`src/sv/assert_macros.svh`:
```
// ----------------------------------------------------------------------------
// assert_macros.svh
// assertion helper macros used by entity_slot_mask_table
// ----------------------------------------------------------------------------
`ifndef ASSERT_MACROS_SVH
`define ASSERT_MACROS_SVH
`ifndef NO_ASSERTIONS
// property checked on every rising edge outside reset
`define ASSERT_PROP(lbl, clk, rst, prop) \
  lbl: assert property (@(posedge clk) disable iff (rst) prop) \
    else $error("%m: property failed");
// expression that must never be true outside reset
`define ASSERT_NEVER(lbl, clk, rst, expr) \
  `ASSERT_PROP(lbl, clk, rst, !(expr))
`else
`define ASSERT_PROP(lbl, clk, rst, prop)
`define ASSERT_NEVER(lbl, clk, rst, expr)
`endif
`endif

```
`src/sv/esmt_pkg.sv`:
```
// ----------------------------------------------------------------------------
// esmt_pkg
// shared types and constants of the entity slot mask table
// ----------------------------------------------------------------------------
package esmt_pkg;

  // default sizes
  localparam int MAX_SLOTS_DEF = 64;
  localparam int MASK_BITS_DEF = 16;

  // fixed field widths
  localparam int FUNC_W   = 2;
  localparam int INDEX_W  = 6;
  localparam int REQ_W    = 16;
  localparam int STATUS_W = 2;

  // capacity register
  localparam int CAP_W     = 7;
  localparam int CAP_LIMIT = 1 << CAP_W;
  localparam logic [CAP_W-1:0] CAP_RESET = 7'd64;

  // compare width for slot positions against the capacity
  localparam int CMP_W = CAP_W + 1;

  // free slot search: slots looked at per cycle
  localparam int SCAN_W  = 8;
  localparam int SCAN_IW = 3;

  // apb port
  localparam int APB_ADDR_W = 3;
  localparam int APB_DATA_W = 32;
  localparam logic REG_SLOTS_IN_USE = 1'b0;

  // operations
  localparam logic [FUNC_W-1:0] FUNC_CREATE  = 2'd0;
  localparam logic [FUNC_W-1:0] FUNC_DESTROY = 2'd1;
  localparam logic [FUNC_W-1:0] FUNC_ADD     = 2'd2;
  localparam logic [FUNC_W-1:0] FUNC_QUERY   = 2'd3;

  // result status codes
  localparam logic [STATUS_W-1:0] STATUS_OK      = 2'd0;
  localparam logic [STATUS_W-1:0] STATUS_FULL    = 2'd1;
  localparam logic [STATUS_W-1:0] STATUS_INVALID = 2'd2;

  typedef struct packed {
    logic [FUNC_W-1:0]  func;
    logic [INDEX_W-1:0] entity_index;
    logic [REQ_W-1:0]   component_mask;
  } in_item_t;

  typedef struct packed {
    logic [INDEX_W-1:0]  slot_index;
    logic [STATUS_W-1:0] status;
    logic                has_all;
    logic                is_alive;
  } out_item_t;

  typedef enum logic [1:0] {
    S_IDLE,
    S_SCAN,
    S_EXEC,
    S_RESP
  } state_t;

endpackage

```
`src/sv/esmt_ram.sv`:
```
// ----------------------------------------------------------------------------
// esmt_ram
// generic single write port, single read port ram with registered read
// ----------------------------------------------------------------------------
module esmt_ram #(
  parameter int WIDTH = 16,
  parameter int DEPTH = 64
) (
  input  logic                     clk,
  input  logic                     we,
  input  logic [$clog2(DEPTH)-1:0] waddr,
  input  logic [WIDTH-1:0]         wdata,
  input  logic [$clog2(DEPTH)-1:0] raddr,
  output logic [WIDTH-1:0]         rdata
);

  logic [WIDTH-1:0] mem [DEPTH];

  // write port and registered read port
  always_ff @(posedge clk) begin
    if (we) begin
      mem[waddr] <= wdata;
    end
    rdata <= mem[raddr];
  end

endmodule

```
`src/sv/entity_slot_mask_table.sv`:
```
// ----------------------------------------------------------------------------
// entity_slot_mask_table
// table of entity slots with alive bits and component masks
// ----------------------------------------------------------------------------
// usage:
//   in_valid/in_ready/in_data carries one operation per transfer (create,
//   destroy, add components, query components). out_valid/out_ready/out_data
//   returns exactly one result per operation, in order. slots_in_use must be
//   written over the apb port only while the block is idle; it is not enforced.
// operation flow:
//   create searches the alive bits eight slots a cycle with one shared
//   priority search, one eight-slot group after another, until a free slot
//   is found or the capacity is reached. destroy, add and query on a live
//   slot read the mask ram as the operation is taken, then update or compare
//   the mask in S_EXEC and pass the result on in S_RESP. an operation on a
//   dead or out-of-range slot goes straight from S_IDLE to S_RESP.
//   one operation is in flight at a time; in_ready is low while it works.
// reset:
//   all alive bits clear at once, slots_in_use returns to 64; the mask ram
//   is not cleared since create clears a mask before any read of it.
// stall:
//   a finished result sits in the output register; the next operation is
//   taken meanwhile, and its result waits until the register frees up.
module entity_slot_mask_table #(
  parameter int MAX_SLOTS = esmt_pkg::MAX_SLOTS_DEF,
  parameter int MASK_BITS = esmt_pkg::MASK_BITS_DEF
) (
  input  logic                                clk,
  input  logic                                rst,
  // operation channel
  input  logic                                in_valid,
  output logic                                in_ready,
  input  esmt_pkg::in_item_t                  in_data,
  // result channel
  output logic                                out_valid,
  input  logic                                out_ready,
  output esmt_pkg::out_item_t                 out_data,
  // configuration port
  input  logic                                psel,
  input  logic                                penable,
  input  logic                                pwrite,
  input  logic [esmt_pkg::APB_ADDR_W-1:0]     paddr,
  input  logic [esmt_pkg::APB_DATA_W-1:0]     pwdata,
  output logic [esmt_pkg::APB_DATA_W-1:0]     prdata,
  output logic                                pready
);

  // only slots below the largest capacity value are ever reachable
  localparam int DEPTH  = (MAX_SLOTS < esmt_pkg::CAP_LIMIT) ? MAX_SLOTS
                                                            : esmt_pkg::CAP_LIMIT;
  localparam int AW     = $clog2(DEPTH);
  localparam int NCHUNK = (DEPTH + esmt_pkg::SCAN_W - 1) / esmt_pkg::SCAN_W;
  localparam int PAD    = NCHUNK * esmt_pkg::SCAN_W;
  localparam int CHW    = (NCHUNK > 1) ? $clog2(NCHUNK) : 1;
  localparam int PW     = CHW + esmt_pkg::SCAN_IW;

  localparam int CMP_W = esmt_pkg::CMP_W;

  esmt_pkg::state_t    state, state_next;
  logic [CHW-1:0]      chunk, chunk_next;
  esmt_pkg::out_item_t res, res_next;

  logic [esmt_pkg::FUNC_W-1:0]  op;
  logic [esmt_pkg::INDEX_W-1:0] idx;
  logic [MASK_BITS-1:0]         req;

  logic [esmt_pkg::CAP_W-1:0]   slots_in_use;
  logic [CMP_W-1:0]             cap_eff;

  logic [DEPTH-1:0]             alive;
  logic [PAD-1:0]               alive_pad;
  logic                         alive_set;
  logic                         alive_clr;
  logic [AW-1:0]                alive_addr;

  logic                         in_xfer;
  logic                         in_slot_ok;
  logic                         out_load;

  logic [esmt_pkg::SCAN_W-1:0]  chunk_bits;
  logic [esmt_pkg::SCAN_W-1:0]  chunk_free;
  logic [esmt_pkg::SCAN_IW-1:0] hit_j;
  logic                         scan_hit;
  logic                         scan_last;
  logic [PW-1:0]                scan_pos;
  logic [AW-1:0]                scan_slot;
  logic [AW-1:0]                idx_a;

  logic                         ram_we;
  logic [AW-1:0]                ram_waddr;
  logic [MASK_BITS-1:0]         ram_wdata;
  logic [AW-1:0]                ram_raddr;
  logic [MASK_BITS-1:0]         ram_rdata;

  // configuration register
  assign pready = 1'b1;

  always_ff @(posedge clk) begin
    if (rst) begin
      slots_in_use <= esmt_pkg::CAP_RESET;
    end else if (psel && penable && pwrite && pready &&
                 paddr[esmt_pkg::APB_ADDR_W-1] == esmt_pkg::REG_SLOTS_IN_USE) begin
      slots_in_use <= pwdata[esmt_pkg::CAP_W-1:0];
    end
  end

  always_comb begin
    prdata = '0;
    if (paddr[esmt_pkg::APB_ADDR_W-1] == esmt_pkg::REG_SLOTS_IN_USE) begin
      prdata = esmt_pkg::APB_DATA_W'(slots_in_use);
    end
  end

  // capacity saturates at the table depth
  assign cap_eff = (CMP_W'(slots_in_use) > CMP_W'(DEPTH)) ? CMP_W'(DEPTH)
                                                          : CMP_W'(slots_in_use);

  // slot check on the incoming transfer
  assign in_xfer    = in_valid && in_ready;
  assign in_slot_ok = (CMP_W'(in_data.entity_index) < cap_eff) &&
                      alive[AW'(in_data.entity_index)];

  // operation registers, loaded on each transfer
  always_ff @(posedge clk) begin
    if (in_xfer) begin
      op  <= in_data.func;
      idx <= in_data.entity_index;
      req <= MASK_BITS'(in_data.component_mask);
    end
  end

  assign idx_a = AW'(idx);

  // free slot search over one group of eight alive bits
  assign alive_pad  = PAD'(alive);
  assign chunk_bits = alive_pad[chunk * esmt_pkg::SCAN_W +: esmt_pkg::SCAN_W];

  always_comb begin
    for (int j = 0; j < esmt_pkg::SCAN_W; j++) begin
      chunk_free[j] = !chunk_bits[j] &&
                      (CMP_W'({chunk, esmt_pkg::SCAN_IW'(j)}) < cap_eff);
    end
  end

  always_comb begin
    hit_j = '0;
    for (int j = esmt_pkg::SCAN_W - 1; j >= 0; j--) begin
      if (chunk_free[j]) begin
        hit_j = esmt_pkg::SCAN_IW'(j);
      end
    end
  end

  assign scan_hit  = |chunk_free;
  assign scan_pos  = {chunk, hit_j};
  assign scan_slot = AW'(scan_pos);
  assign scan_last = (CMP_W'({chunk, esmt_pkg::SCAN_IW'(0)}) +
                      CMP_W'(esmt_pkg::SCAN_W)) >= cap_eff;

  // mask storage
  assign ram_raddr = AW'(in_data.entity_index);
  assign ram_waddr = (state == esmt_pkg::S_SCAN) ? scan_slot : idx_a;

  esmt_ram #(
    .WIDTH (MASK_BITS),
    .DEPTH (DEPTH)
  ) u_mask_ram (
    .clk   (clk),
    .we    (ram_we),
    .waddr (ram_waddr),
    .wdata (ram_wdata),
    .raddr (ram_raddr),
    .rdata (ram_rdata)
  );

  // sequencer registers
  always_ff @(posedge clk) begin
    if (rst) begin
      state <= esmt_pkg::S_IDLE;
      chunk <= '0;
    end else begin
      state <= state_next;
      chunk <= chunk_next;
    end
  end

  always_ff @(posedge clk) begin
    res <= res_next;
  end

  // sequencer next state and datapath control
  always_comb begin
    state_next = state;
    chunk_next = chunk;
    res_next   = res;
    in_ready   = 1'b0;
    ram_we     = 1'b0;
    ram_wdata  = '0;
    alive_set  = 1'b0;
    alive_clr  = 1'b0;
    alive_addr = idx_a;
    out_load   = 1'b0;
    unique case (state)
      esmt_pkg::S_IDLE: begin
        in_ready = 1'b1;
        if (in_valid) begin
          if (in_data.func == esmt_pkg::FUNC_CREATE) begin
            chunk_next = '0;
            state_next = esmt_pkg::S_SCAN;
          end else if (!in_slot_ok) begin
            res_next.slot_index = in_data.entity_index;
            res_next.status     = esmt_pkg::STATUS_INVALID;
            res_next.has_all    = 1'b0;
            res_next.is_alive   = 1'b0;
            state_next          = esmt_pkg::S_RESP;
          end else begin
            state_next = esmt_pkg::S_EXEC;
          end
        end
      end
      esmt_pkg::S_SCAN: begin
        alive_addr = scan_slot;
        if (scan_hit) begin
          alive_set           = 1'b1;
          ram_we              = 1'b1;
          res_next.slot_index = esmt_pkg::INDEX_W'(scan_pos);
          res_next.status     = esmt_pkg::STATUS_OK;
          res_next.has_all    = 1'b0;
          res_next.is_alive   = 1'b1;
          state_next          = esmt_pkg::S_RESP;
        end else if (scan_last) begin
          res_next.slot_index = '0;
          res_next.status     = esmt_pkg::STATUS_FULL;
          res_next.has_all    = 1'b0;
          res_next.is_alive   = 1'b0;
          state_next          = esmt_pkg::S_RESP;
        end else begin
          chunk_next = chunk + 1'b1;
        end
      end
      esmt_pkg::S_EXEC: begin
        res_next.slot_index = idx;
        res_next.status     = esmt_pkg::STATUS_OK;
        res_next.has_all    = 1'b0;
        res_next.is_alive   = 1'b1;
        unique case (op)
          esmt_pkg::FUNC_DESTROY: begin
            alive_clr         = 1'b1;
            ram_we            = 1'b1;
            res_next.is_alive = 1'b0;
          end
          esmt_pkg::FUNC_ADD: begin
            ram_we    = 1'b1;
            ram_wdata = ram_rdata | req;
          end
          default: begin
            // query compares the stored mask with the request
            res_next.has_all = ((ram_rdata & req) == req);
          end
        endcase
        state_next = esmt_pkg::S_RESP;
      end
      esmt_pkg::S_RESP: begin
        if (!out_valid || out_ready) begin
          out_load   = 1'b1;
          state_next = esmt_pkg::S_IDLE;
        end
      end
    endcase
  end

  // alive bits
  always_ff @(posedge clk) begin
    if (rst) begin
      alive <= '0;
    end else if (alive_set) begin
      alive[alive_addr] <= 1'b1;
    end else if (alive_clr) begin
      alive[alive_addr] <= 1'b0;
    end
  end

  // output register
  always_ff @(posedge clk) begin
    if (rst) begin
      out_valid <= 1'b0;
    end else if (out_load) begin
      out_valid <= 1'b1;
    end else if (out_ready) begin
      out_valid <= 1'b0;
    end
  end

  always_ff @(posedge clk) begin
    if (out_load) begin
      out_data <= res;
    end
  end

  // checks
  `include "assert_macros.svh"

  `ASSERT_PROP(a_busy_after_xfer, clk, rst, in_valid && in_ready |=> !in_ready)
  `ASSERT_NEVER(a_ram_write_state, clk, rst, ram_we && state != esmt_pkg::S_SCAN && state != esmt_pkg::S_EXEC)
  `ASSERT_PROP(a_full_only_create, clk, rst, out_load && res.status == esmt_pkg::STATUS_FULL |-> op == esmt_pkg::FUNC_CREATE && res.slot_index == '0)
  `ASSERT_PROP(a_create_one_slot, clk, rst, state == esmt_pkg::S_SCAN && scan_hit |=> $countones(alive) == $past($countones(alive)) + 1)

endmodule
```
`config.mk`:
```
export PLATFORM = sky130hd
export DESIGN_NAME = entity_slot_mask_table
export DESIGN_NICKNAME = d
export VERILOG_FILES = /design/src/sv/esmt_pkg.sv /design/src/sv/esmt_ram.sv /design/src/sv/entity_slot_mask_table.sv
export VERILOG_INCLUDE_DIRS = /design/src /design/src/sv
export SDC_FILE = /design/constraint.sdc
export NUM_CORES = 1
export LEC_CHECK = 0
export ABC_AREA = 1
export BUFFER_PORTS_ARGS = -buffer_cell sky130_fd_sc_hd__buf_4
export CAP_MARGIN = 20
export CORE_ASPECT_RATIO = 0.8
export CORE_MARGIN = 3
export CORE_UTILIZATION = 45
export CTS_BUF_LIST = sky130_fd_sc_hd__clkbuf_16
export DETAILED_ROUTE_END_ITERATION = 12
export PLACE_DENSITY = 0.58
export SKIP_LAST_GASP = 1
export SLEW_MARGIN = 20
export SYNTH_ARGS = -nofsm -noshare
export SYNTH_HDL_FRONTEND = slang
export SYNTH_HIERARCHICAL = 1
export SYNTH_SLANG_ARGS = --single-unit
```
`constraint.sdc`:
```
create_clock -name clk -period 5.45 [get_ports clk]
set_clock_uncertainty 0.05 [all_clocks]
set_input_delay 0.8175 -clock clk [delete_from_list [all_inputs] [get_ports clk]]
set_output_delay 0.8175 -clock clk [all_outputs]
set_load 0.05 [all_outputs]
```
==> results of run 1 <==
-- layout by cell type, fill, tap and decap left out, types with 12 or more instances in the layout --
cell type  netlist  final
edfxtp_1      1068   1068
clkbuf_16        0    113
nand2_1       1593   1592
a21oi_1         39     39
conb_1           2     26
bufinv_16        0     14
nor2_1         234    203
nand3_1        997    997
clkinv_2         0     23
buf_4           60    173
o21ai_0         32     32
buf_12           0     12
ha_1            20     20
clkinv_1         1     30
dfxtp_1         93     93
inv_1          164    184
nand4_1         75     75
nor2_4           7     23
nor2_2           5     20
-- sequential cells by signal, summed over array words and instances, names as in the netlist, named ones only --
| name | cells |
|---|---|
| u_mask_ram/mem | 1024 |
| req | 16 |
| u_mask_ram/rdata | 16 |
| out_data | 10 |
| res | 10 |
| slots_in_use | 7 |
| idx | 6 |
| chunk | 3 |
| op | 2 |
| state | 2 |
| out_valid | 1 |
-- cell type report --
| cell class | instances | area share |
|---|---|---|
| Sequential cell | 1161 | 0.608 |
| Multi-Input combinational cell | 3095 | 0.248 |
| Clock buffer | 113 | 0.0507 |
| Clock inverter | 102 | 0.0171 |
| Tap cell | 1485 | 0.0333 |
| Antenna cell | 4 | 0.000179 |
| Timing Repair Buffer | 191 | 0.0298 |
| Inverter | 175 | 0.0124 |
-- worst register-to-register path, stage by stage (launching register included) --
cell     delay (ns)
dfxtp_1        0.38
nor2_1         0.11
nand3_1        0.09
nand2_1        0.10
nand2_1        0.12
ha_1           0.31
nand2_1        0.07
nand2_1        0.05
nand2_1        0.05
nand2_1        0.10
inv_1          0.13
nand3_1        0.11
nand2_1        0.14
nor2_2         0.06
nand2_2        0.12
nand3_1        0.20
o21ai_0        0.48
nand4_1        0.45
buf_4          0.31
nor2_2         0.72
-- cells by family (layout without fill, tap and decap cells) --
logic type                 count (synthesis)  in the layout  share of synthesized area
and+or+nand+nor                         2948           2948                      0.253
xor gates and xnor gates                   1              1                   0.000174
AOI/OAI and AO/OA                        100            100                     0.0117
adders and majority gates                 20             20                    0.00498
DFF                                     1161           1161                      0.676
other                                      2             30                   0.000150
buffers and inverters                    498            581                     0.0543
-- where the power goes --
part / internal (uW) / total, uW / switching [uW]
Clock: 4460 / 7940 / 3480
Sequential: 10200 / 10300 / 118
Combinational: 696 / 3220 / 2520
-- through the flow --
step	instances	instance area [um2]	setup slack, ns
2_1_floorplan	4754	50300	0.583
3_3_place_gp	6102	51900	0.836
3_5_place_dp	6106	52000	0.870
4_1_cts	6321	55800	0.817
5_1_grt	6322	55800	0.429
6_report	6326	55800	0.862
-- routing by layer --
layer  part of all wire  vias up  GRT usage
met3              0.077      195     0.0378
met4              0.027        0     0.0671
li1                   -    16300          -
met2               0.44     1309      0.341
met1               0.46    16900      0.365
met5                  0        -          0
-- final timing paths --
kind | endpoint | slack, ns | cells past startpoint
setup / recovery | u_mask_ram/mem[2][5] | 0.86 | 19
hold / removal | req[4] | 0.22 | 1
setup reg to reg | u_mask_ram/mem[2][5] | 0.86 | 19
hold reg to reg | out_data[8] | 0.37 | 0
==> impl_metrics.csv, run 1 <==
group,metric,value,unit
clock_network,clk_pin_slew_worst_paths,0.07,ns
logic_synthesis,synth_seq_cells,1161,
clock_network,worstSkewPairLatency,0.75,ns
global_route,grt_max_degree,230,
global_route,grtUsageTotal,0.235,
logic_synthesis,synth_top_area_frac,0.639,
clock_network,cts_tree,"yes",
sta,max_freq,218,MHz
clock_network,hold_buffers,0,
route,drt_iter0_markers,3894,
final_layout,fin_nets,4823,
sta,fin_hold_ws,0.216,ns
clock_network,tritoncts.num_buffers,113,
global_route,grt_pass1_vias,31800,
route,drc,0,
critical_path,cp_slowest_cell,"nor2_2",
critical_path,path_cells,"nor2_1, nand3_1, nand2_1, nand2_1, ha_1, nand2_1, nand2_1, nand2_1, nand2_1, inv_1, nand3_1, nand2_1, nor2_2, nand2_2, nand3_1, o21ai_0, nand4_1, buf_4, nor2_2",
die,dieArea,116000,um2
clock_network,post_cts_resized,0,
critical_path,cp.required,5.72,ns
sta,slew_viol_final,0,
logic_synthesis,syn-instance-count,4730,
power_and_ir_drop,powerDensity,384,nW/um2
critical_path,crit_top_cell,"nand2_1",
final_layout,multi_input_area,13900,um2
critical_path,startpoint_type,"register",
final_layout,drive_gt1_frac,0.0916,
job,cap_viol_max_count,0,
sta,fin_tns_setup,0,ns
sta,setup_viol,0,
route,ant_nets,0,
logic_synthesis,yosysMostFrequentCell,"nand2_1",
logic_synthesis,ys.flop_type,"edfxtp_1",
critical_path,critPathKind,"register to register",
sta,min_period,4.59,ns
critical_path,path_buf_inv,2,
global_route,antenna_found_initial,0,
final_layout,nFillCells,9646,
critical_path,path_max_fanout,16,
route,wl_per_cell,21.7,um
place,hpwl,78800,um
logic_synthesis,post-synth-top-area-cell,"edfxtp_1",
clock_network,root_buffer,"clkbuf_16",
critical_path,crit_arrival,4.86,ns
power_and_ir_drop,total_power,21400,uW
sta,maxSlewHeadroom,0.246,
sta,worst_pin_slew,1.13,ns
clock_network,ctsHtreeMaxLevel,3,
clock_network,clockBufferDepth,3,
place,io_buffer_count,57,
clock_network,clock_sinks,1161,
power_and_ir_drop,ir_drop,0.343,mV
logic_synthesis,ys_seq_area_frac,0.676,
die,rows,108,
logic_synthesis,synth_cell_types,44,
sta,min_period_over_period,0.842,
route,num_vias,34700,
logic_synthesis,yosys_warnings,6,
global_route,grt_pass1_wl,206000,um
global_route,grt-ovfl-total,0,
die,ios,111,
logic_synthesis,synth-async-reset-ratio,0,
die,core_area,110000,um2
route,routed_via_density,5.49,
logic_synthesis,synth_area_per_cell,10.6,um2
logic_synthesis,synth-edff-count,1068,
critical_path,critPathMaxStageDelay,0.72,ns
critical_path,critPathTopFamily,"simple AND/OR/NAND/NOR gates",
outcome,status,"completed",
logic_synthesis,ys_top_cells_by_area,"edfxtp_1, nand2_1, nand3_1, dfxtp_1, nor2_1",
route,dr.pass1.iters,5,
min_path,min_from,"in_data[4]",
sta,rsz0062_at_grt,"false",
clock_network,cts_setup_buffers,0,
route,routed_wl,137000,um
place,gp_congestion,0.869,
logic_synthesis,syn-cell-area,50200,um2
sta,hold_viol_final,0,
critical_path,critPathLaunch,"slots_in_use[1]",
logic_synthesis,synth_common_cells,"nand2_1, edfxtp_1, nand3_1",
final_layout,regArea,33900,um2
die,initial_utilization,0.458,
die,die_h,305,um
critical_path,reg2reg_from,"slots_in_use[1]",
final_layout,area_growth,11.1,%
min_path,hold_class,"primary input to register",
die,fp.dieW,379,um
power_and_ir_drop,p_leak,0.0208,uW
final_layout,final_util,0.509,
critical_path,endpoint_kind,"register",
Note: power is estimated with default switching activity, not from simulation.
==> inputs of run 2 (changes only) <==
==> constraint.sdc (replaced) <==
create_clock -name clk -period 4.5 [get_ports clk]
set_clock_uncertainty 0.05 [all_clocks]
set_input_delay 0.675 -clock clk [delete_from_list [all_inputs] [get_ports clk]]
set_output_delay 0.675 -clock clk [all_outputs]
set_load 0.05 [all_outputs]
==> impl_metrics.csv, run 2 (same netlist as run 1, synthesis figures left out) <==
group,metric,value,unit
outcome,status,"completed",
power_and_ir_drop,p_leak,0.0209,uW
global_route,grt_pass1_wl,206000,um
sta,min_period_over_period,0.949,
sta,fin_ws,0.230,ns
power_and_ir_drop,p_sw_frac,0.285,
final_layout,fin_nets,4851,
clock_network,clk_pin_slew_worst_paths,0.06,ns
die,die_h,305,um
sta,max_freq,234,MHz
power_and_ir_drop,p_seq_frac,0.487,
power_and_ir_drop,p_int,18300,uW
route,drt_iter0_markers,3715,
sta,hold_viol_final,0,
final_layout,layout_commonest_cell,"nand2_1",
critical_path,reg2reg_from,"slots_in_use[1]",
route,dr.pass1.iters,5,
route,met1_length,62400,um
critical_path,reg2reg_depth,20,
min_path,hold_class,"primary input to register",
place,gp_congestion,0.914,
route,dr_wl_met3,11200,um
clock_network,cts_tree,"yes",
clock_network,clock_sinks,1161,
global_route,grtUsageTotal,0.235,
final_layout,reg_top3,"u_mask_ram/mem x1024, req x16, u_mask_ram/rdata x16",
final_layout,drive_gt1_frac,0.0949,
power_and_ir_drop,pwr-share-clk,0.357,
place,dp.cells,6133,
die,rows,108,
clock_network,hold_buffers,0,
critical_path,startpoint_type,"register",
global_route,grt_max_degree,143,
job,cap_viol_max_count,0,
sta,min_period,4.27,ns
die,fp.dieW,379,um
die,core_area,110000,um2
final_layout,multi_input_area,13900,um2
critical_path,crit_arrival,4.62,ns
critical_path,critPathKind,"register to register",
place,post-place-ws,0.363,ns
die,initial_utilization,0.458,
critical_path,reg2reg_slack,0.23,ns
sta,rsz0062_at_grt,"false",
sta,fin_tns_setup,0,ns
sta,fin_hold_ws,0.0890,ns
die,ios,111,
critical_path,critPathLaunch,"slots_in_use[1]",
clock_network,tritoncts.num_buffers,112,
route,met2_wirelength,59100,um
route,drc,0,
critical_path,cp.required,4.85,ns
final_layout,final_cell_mix,"nand2_1, edfxtp_1, nand3_1, nor2_1, buf_4",
power_and_ir_drop,ir_drop,0.328,mV
die,dieArea,116000,um2
global_route,grt-ovfl-total,0,
power_and_ir_drop,powerDensity,458,nW/um2
route,routed_via_density,5.44,
power_and_ir_drop,total_power,25600,uW
sta,setup_viol,0,
final_layout,regArea,33900,um2
final_layout,nFillCells,9730,
clock_network,root_buffer,"clkbuf_16",
global_route,grt_pass1_vias,32500,
sta,slew_viol_final,0,
place,io_buffer_count,57,
global_route,antenna_found_initial,0,
clock_network,clockBufferDepth,3,
route,num_vias,34500,
route,wl_per_cell,21.5,um
final_layout,area_growth,11.2,%
route,routed_wl,137000,um
critical_path,r2r-end,"u_mask_ram/mem[3][3]",
route,ant_nets,0,
place,hpwl,79300,um
min_path,holdPathStages,1,
final_layout,largest_register,"u_mask_ram/mem",
critical_path,endpoint_kind,"register",
critical_path,path_max_fanout,12,
sta,maxSlewHeadroom,0.255,
clock_network,worstSkewPairLatency,0.72,ns
final_layout,stdcell_count,6347,
sta,worst_pin_slew,1.12,ns
power_and_ir_drop,switchingPower,7300,uW
route,routed.top_layer,"met4",
critical_path,crit_path_end,"u_mask_ram/mem[3][3]",
final_layout,largest_reg_flops,1024,
clock_network,ctsHtreeMaxLevel,3,
power_and_ir_drop,power_frac_comb,0.156,
-- run 2: cell count changes in the layout (fill, tap and decap cells not counted), moves of 2 or more --
cell / before / now
inv_6: 1 / 3
buf_12: 12 / 23
buf_4: 173 / 193
inv_16: 3 / 1
bufinv_16: 14 / 9
clkinvlp_4: 6 / 4
buf_16: 3 / 0
clkinv_16: 3 / 1
clkinv_2: 23 / 20
inv_1: 184 / 187
-- run 2: what timing repair did --
action | CTS | global route
endpoints found under the setup margin | 0 | 60
gates resized for setup | 0 | 0
buffers inserted | 0 | 1
endpoints found under the hold margin | 0 | 0
-- run 2: stage by stage --
step / area, um2 / utilization
after global placement: 52300 / 0.477
after detailed placement: 52300 / 0.477
after CTS: 55800 / 0.509
after global routing: 55900 / 0.510
after floorplan: 50300 / -
final: 55900 / 0.510
-- run 2: power by group through the flow --
stage               Combinational (uW)  Sequential (uW)  Clock (uW)
finish                            3990            12500        9140
floorplan                         2540            12700           0
CTS                               3930            12500        9320
global placement                  3890            12700           0
detailed placement                3930            12700           0
global route                      4350            12500        9730
-- run 2: layout make-up --
| cell class | count | area share |
|---|---|---|
| sequential | 1161 | 0.607 |
| multi-input combinational | 3095 | 0.248 |
| clock buffer | 113 | 0.0506 |
| timing repair buffer | 220 | 0.0352 |
| tap | 1485 | 0.0333 |
| clock inverter | 95 | 0.0129 |
| inverter | 175 | 0.0124 |
| antenna | 3 | 0.000134 |
-- run 2: how the worst min path moves through the flow --
stage | start | endpoint | slack (ns)
finish | in_data[2] | req[2] | 0.09
floorplan | res[0] | out_data[0] | 0.35
CTS | in_data[2] | req[2] | 0.03
global route | in_data[0] | req[0] | 0.05
detailed placement | res[4] | out_data[4] | 0.36
global placement | res[4] | out_data[4] | 0.36
-- run 2: per-layer routing --
metal / global-route usage / vias to the layer above
met5: 0 / -
li1: - / 16300
met2: 0.343 / 1256
met4: 0.0699 / 0
met1: 0.354 / 16700
met3: 0.0488 / 200
-- run 2: critical path: stages, from the launching register on --
cell and delay (ns):
dfxtp_1 0.38, nor2_1 0.11, nand3_1 0.08, nand2_1 0.09
nand2_1 0.12, ha_1 0.31, nand2_1 0.06, nand2_1 0.05
nand2_1 0.06, nand2_1 0.11, inv_1 0.13, nand3_1 0.11
nand2_1 0.13, nor2_2 0.06, nand2_2 0.11, nand3_1 0.28
o21ai_0 0.33, nand4_1 0.47, buf_4 0.35, nor2_1 0.23
buf_4 0.29
